===== config.mk =====
export PLATFORM = sky130hd
export DESIGN_NAME = rss_fifo
export DESIGN_NICKNAME = d
export VERILOG_FILES = /design/src/sv/rss_fifo.sv
export SDC_FILE = /design/constraint.sdc
export NUM_CORES = 1
export LEC_CHECK = 0
export ABC_AREA = 1
export ABC_CLOCK_PERIOD_IN_PS = 4300
export BUFFER_PORTS_ARGS = -buffer_cell sky130_fd_sc_hd__buf_2
export CORE_ASPECT_RATIO = 1.75
export CORE_MARGIN = 5
export CORE_UTILIZATION = 52
export DETAILED_ROUTE_END_ITERATION = 12
export PLACE_DENSITY_LB_ADDON = 0.25
export RECOVER_POWER = 100
export REMOVE_ABC_BUFFERS = 1
export SETUP_SLACK_MARGIN = 0.05
export SYNTH_ARGS = -nofsm -noshare
export SYNTH_HDL_FRONTEND = slang
export SYNTH_SLANG_ARGS = --single-unit

===== constraint.sdc =====
create_clock -name clk -period 4.3 [get_ports clk]
set_clock_uncertainty 0.05 [all_clocks]
set_input_delay 0.86 -clock clk [delete_from_list [all_inputs] [get_ports clk]]
set_output_delay 0.86 -clock clk [all_outputs]
set_load 0.03 [all_outputs]

===== src/sv/rss_fifo.sv =====
`timescale 1ns / 1ps
`default_nettype none
module rss_fifo #(
  parameter int WIDTH = 49
) (
  input  wire logic             clk,
  input  wire logic             rst_n,
  input  wire logic             wr_en,
  input  wire logic [WIDTH-1:0] wr_data,
  output logic                  full_o,
  input  wire logic             rd_en,
  output logic [WIDTH-1:0]      rd_data,
  output logic                  avail_o
);
  logic [WIDTH-1:0] mem_r [2];
  logic       wp_r, rp_r;
  logic [1:0] cnt_r;
  logic       do_wr, do_rd;

  assign full_o  = (cnt_r == 2'd2);
  assign avail_o = (cnt_r != 2'd0);
  assign rd_data = mem_r[rp_r];
  assign do_wr   = wr_en && !full_o;
  assign do_rd   = rd_en && avail_o;

  always_ff @(posedge clk) begin
    if (do_wr) mem_r[wp_r] <= wr_data;
    if (!rst_n) begin
      wp_r  <= 1'b0;
      rp_r  <= 1'b0;
      cnt_r <= 2'd0;
    end else begin
      if (do_wr) wp_r <= ~wp_r;
      if (do_rd) rp_r <= ~rp_r;
      cnt_r <= cnt_r + {1'b0, do_wr} - {1'b0, do_rd};
    end
  end
endmodule
`default_nettype wire


### After elaboration in Yosys (flattened, before gate mapping)

Memory sizes are Yosys's and may differ from the RTL's. A register that Yosys moved wholly into a read port is not among the register bits.
Cells that the tools add are included.
W data, S select, Z words.

* bits in registers: 4
* latch bits: 0
* logic and storage cells: 17
* input bits: 53
* bits in writable memories: 98
* memory bits (read-only): 0
* memories: 1
* output and inout bits: 51

* multiplexer cells: 4
* $add $sub $neg: 2
* order comparisons: 0
* shifts and indexed selects: 0
* div/mod/pow operators: 0
* reductions and logical operators: 4
* eq/ne operators: 1
* $mul: 0
* bitwise logic cells: 2

Memories
* mem_r: words 2, bits a word 49, rd ports 1, clocked after Yosys merged registers in 1, write ports 1, line 15 `logic [WIDTH-1:0] mem_r [2];`

Operator list (number)
* $mux W1: 4
* $add A2 B1 Y2: 1
* $eq A2 B2 Y1 const B: 1
* $logic_and A1 B1 Y1: 2
* $not A1 Y1: 2
* $reduce_bool A2 Y1: 1
* $sub A2 B1 Y2: 1
* $logic_not A1 Y1: 1

### Logic depth before layout (Yosys ltp)

* depth after elaboration: 5
* gate-level depth with buffers: 11
* mapped depth without buffers: 11

### Worst setup path before layout

OpenSTA, ideal clock, no wires.

* path kind: input to register
* from: in wr_en
* to: mem mem_r[0][0], enable pin
* cell stages on the path: 2
* data arrival time: 2.984 ns
* data required time: 3.794 ns
* path slack: 0.810 ns
* library setup time: 0.456 ns
* path buffers: 0
* cell sequence: nand2_1 nor2_1

* longest elaborated chain between the ends: 3

RTL lines
* start, declared: line 8 `input wire logic wr_en,`
* $logic_and A1 B1 Y1: line 23 `assign do_wr = wr_en && !full_o;`
* $mux W1: line 27 `if (do_wr) mem_r[wp_r] <= wr_data;`
* $mux W1 (implied by the code): line 27
* end, declared: line 15

No other way between the ends.

==> flow_metrics.tcl <==
set metrics [dict create \
    grt_pass1_wl_um 9708 \
    crit_chain "buf_4 -> mux2_2 -> clkbuf_1" \
    cts_tree "done" \
    final_hold_viol_count 0 \
    power_frac_seq 0.463 \
    die_w_um 74.83 \
    io_pins 104 \
    min_period_ns 3.523 \
    rr_startpoint "cnt_r[0]" \
    die_y_um 123.5 \
    synth_top_cell_area_share 0.7694 \
    switching_share 0.3195 \
    max_slew_margin -0.2651 \
    initial_utilization 0.5326 \
    clk_path_buf_depth 2 \
    p_int_mw 1.975 \
    wl_per_cell_um 16.71 \
    ant_nets 0 \
    firstDrtPassIters 4 \
    cp_max_fo 29 \
    drive_gt1_frac 0.2951 \
    synth_seq_cells 103 \
    drv_cap 1 \
    worstMarginPinSlew_ns 1.896 \
    vdd_ir_drop_max_v 0.0003885 \
    h-tree-depth 3 \
    clk_pin_slew_ns 0.06 \
    synth.distinct_cells 13 \
    cts_num_sinks 103 \
    fmax_mhz 283.8 \
    hold_buffers 0 \
    grtUsageTotal 0.1474 \
    combPwrFrac 0.276 \
    core_region_area_um2 7182 \
    portBuffers 103 \
    drt-initial-drc-count 134 \
    yosysSeqAreaShare 0.7956 \
    synth_area_leaders "edfxtp_1, mux2_2, mux2_4" \
    r2r_setup_slack_ns 1.55 \
    numCtsBuffers 9 \
    hp-class "flop to flop" \
    crit_arrival_ns 2.61 \
    synth.avg_cell_area_um2 20.24 \
    overflow 0 \
    grt_pass1_vias 2014 \
    outcome "complete, but fails checks" \
    yosysWarningCount 0 \
    final_net_count 355 \
    pwr-share-clk 0.261 \
    via_count 1946 \
    reg2reg_to "mem_r[0][7]" \
    via_per_inst 4.977 \
    rows 41 \
    cts_setup_buffers 0 \
    grt_antenna_before_repair 0 \
    area_growth_pct 20.22 \
    reg2regPathDepth 5 \
    cp.required_ns 3.39 \
    place.gp.congestion 0.7243 \
    ctsResizeCount 0 \
    cpPeakStageDelay_ns 1.19 \
    die_area_um2 9238 \
    cts_root_buf "clkbuf_16" \
    end_kind "primary output" \
    finalSetupTns_ns 0 \
    grt_max_degree 50 \
    critPathKind "flop to primary output" \
    violations "capacitance limit, slew limit" \
    p_per_area_nw_per_um2 631.2 \
    leakage_nw 1.627 \
    final_max_slew_viol_count 50 \
    routed_wl_um 6532 \
    crit_end "rd_data[32]" \
    clk_latency_ns 0.33 \
    power.switching_mw 0.9274 \
    antenna_cells 0 \
    critical_path.slowest_cell "dfxtp_1" \
    p_total_mw 2.902 \
    syn-cell-area_um2 3825 \
    fillCellCount 560 \
    synth_cells 189 \
    rsz0062_at_grt "no" \
    post-route-period-util 0.8194 \
    timing.hold.ws_ns 0.4648 \
    dpl.hpwl_um 4468 \
    yosysTopAreaCell "edfxtp_1" \
    finalSetupViolCount 0 \
    start_kind "flop" \
    drc 0 \
]
[per-stage QoR]
| stage | utilization | setup WS (ns) | instances | instance area (µm²) |
|---|---|---|---|---|
| 2_1_floorplan | - | 0.8105 | 184 | 3776 |
| 3_3_place_gp | 0.6159 | 1.595 | 375 | 4423 |
| 3_5_place_dp | 0.6159 | 1.575 | 375 | 4423 |
| 4_1_cts | 0.6549 | 1.193 | 391 | 4703 |
| 5_1_grt | 0.6402 | 0.5782 | 391 | 4598 |
| 6_report | 0.6402 | 0.7767 | 391 | 4598 |
[layout make-up]
type                            count  area [µm²]  share of cell area
Sequential cell                   103        3043              0.6618
Multi-Input combinational cell     73       703.2              0.1529
Timing Repair Buffer              105       434.2             0.09442
Clock buffer                       10       229.0             0.04980
Tap cell                           86       107.6             0.02340
Clock inverter                      6       51.30             0.01116
Inverter                            8       30.03            0.006531
[power by group through the flow]
stage	Clock, mW	Sequential [mW]	Combinational (mW)
3_5_place_dp	0	1.36	0.856
4_1_cts	0.777	1.34	0.859
3_3_place_gp	0	1.36	0.848
6_report	0.758	1.34	0.800
2_1_floorplan	0	1.36	0.612
5_1_grt	0.820	1.36	0.861
[cell families (layout without fill, tap and decap cells)]
group / count (synthesis) / count (layout) / share of synthesized area
adders and majority gates: 2 / 2 / 0.006541
DFF: 103 / 103 / 0.7956
and+or+nand+nor: 20 / 20 / 0.02061
buffers and inverters: 13 / 129 / 0.02061
muxes: 49 / 49 / 0.1541
AOI/OAI and AO/OA: 2 / 2 / 0.002617
[cell usage after synthesis, drive strengths merged]
cell	number
edfxtp	98
mux2	49
nand2	9
inv	8
nor2	8
buf	5
dfxtp	5
nand3	3
a21oi	2
ha	2
[per-layer routing]
| metal | wire length, µm | GRT usage | vias up |
|---|---|---|---|
| li1 | - | - | 939 |
| met3 | 468 | 0.05696 | 8 |
| met1 | 2269 | 0.1595 | 936 |
| met5 | 0 | 0 | - |
| met4 | 116 | 0.05679 | 0 |
| met2 | 3677 | 0.2538 | 63 |
[cell usage in the layout (no fill, tap or decap)]
| cell type | Yosys | routed |
|---|---|---|
| edfxtp_1 | 98 | 98 |
| clkbuf_1 | 0 | 76 |
| mux2_2 | 39 | 38 |
| buf_2 | 0 | 28 |
| mux2_4 | 10 | 10 |
| nand2_1 | 9 | 9 |
| clkbuf_16 | 0 | 9 |
| inv_1 | 8 | 8 |
| nor2_1 | 8 | 8 |
| dfxtp_1 | 5 | 5 |
| nand3_1 | 3 | 3 |
| clkinv_1 | 0 | 3 |
| a21oi_1 | 2 | 2 |
| ha_1 | 2 | 2 |
| clkinv_2 | 0 | 2 |
| mux2_1 | 0 | 1 |
| bufinv_16 | 0 | 1 |
| clkbuf_2 | 0 | 1 |
| buf_4 | 3 | 1 |
[worst min-delay path by stage]
| stage | to | slack [ns] | cells after the start | start |
|---|---|---|---|---|
| 4_1_cts | flop | 0.46 | 2 | rp_r |
| 2_1_floorplan | flop | 0.42 | 2 | rp_r |
| 5_1_grt | flop | 0.50 | 2 | rp_r |
| 3_5_place_dp | flop | 0.44 | 2 | rp_r |
| 6_report | flop | 0.46 | 2 | rp_r |
| 3_3_place_gp | flop | 0.44 | 2 | rp_r |
[critical path: cells and delay by family (launching register included)]
kind | cells | cell delay, ns
mux | 1 | 0.38
buf+inv | 2 | 0.69
flops | 1 | 1.19
[sequential cells by signal, summed over array words and instances (netlist names), named ones only]
signal / flops
rp_r: 1
mem_r: 98
wp_r: 1
cnt_r: 2
(Power assumes the default switching activity.)
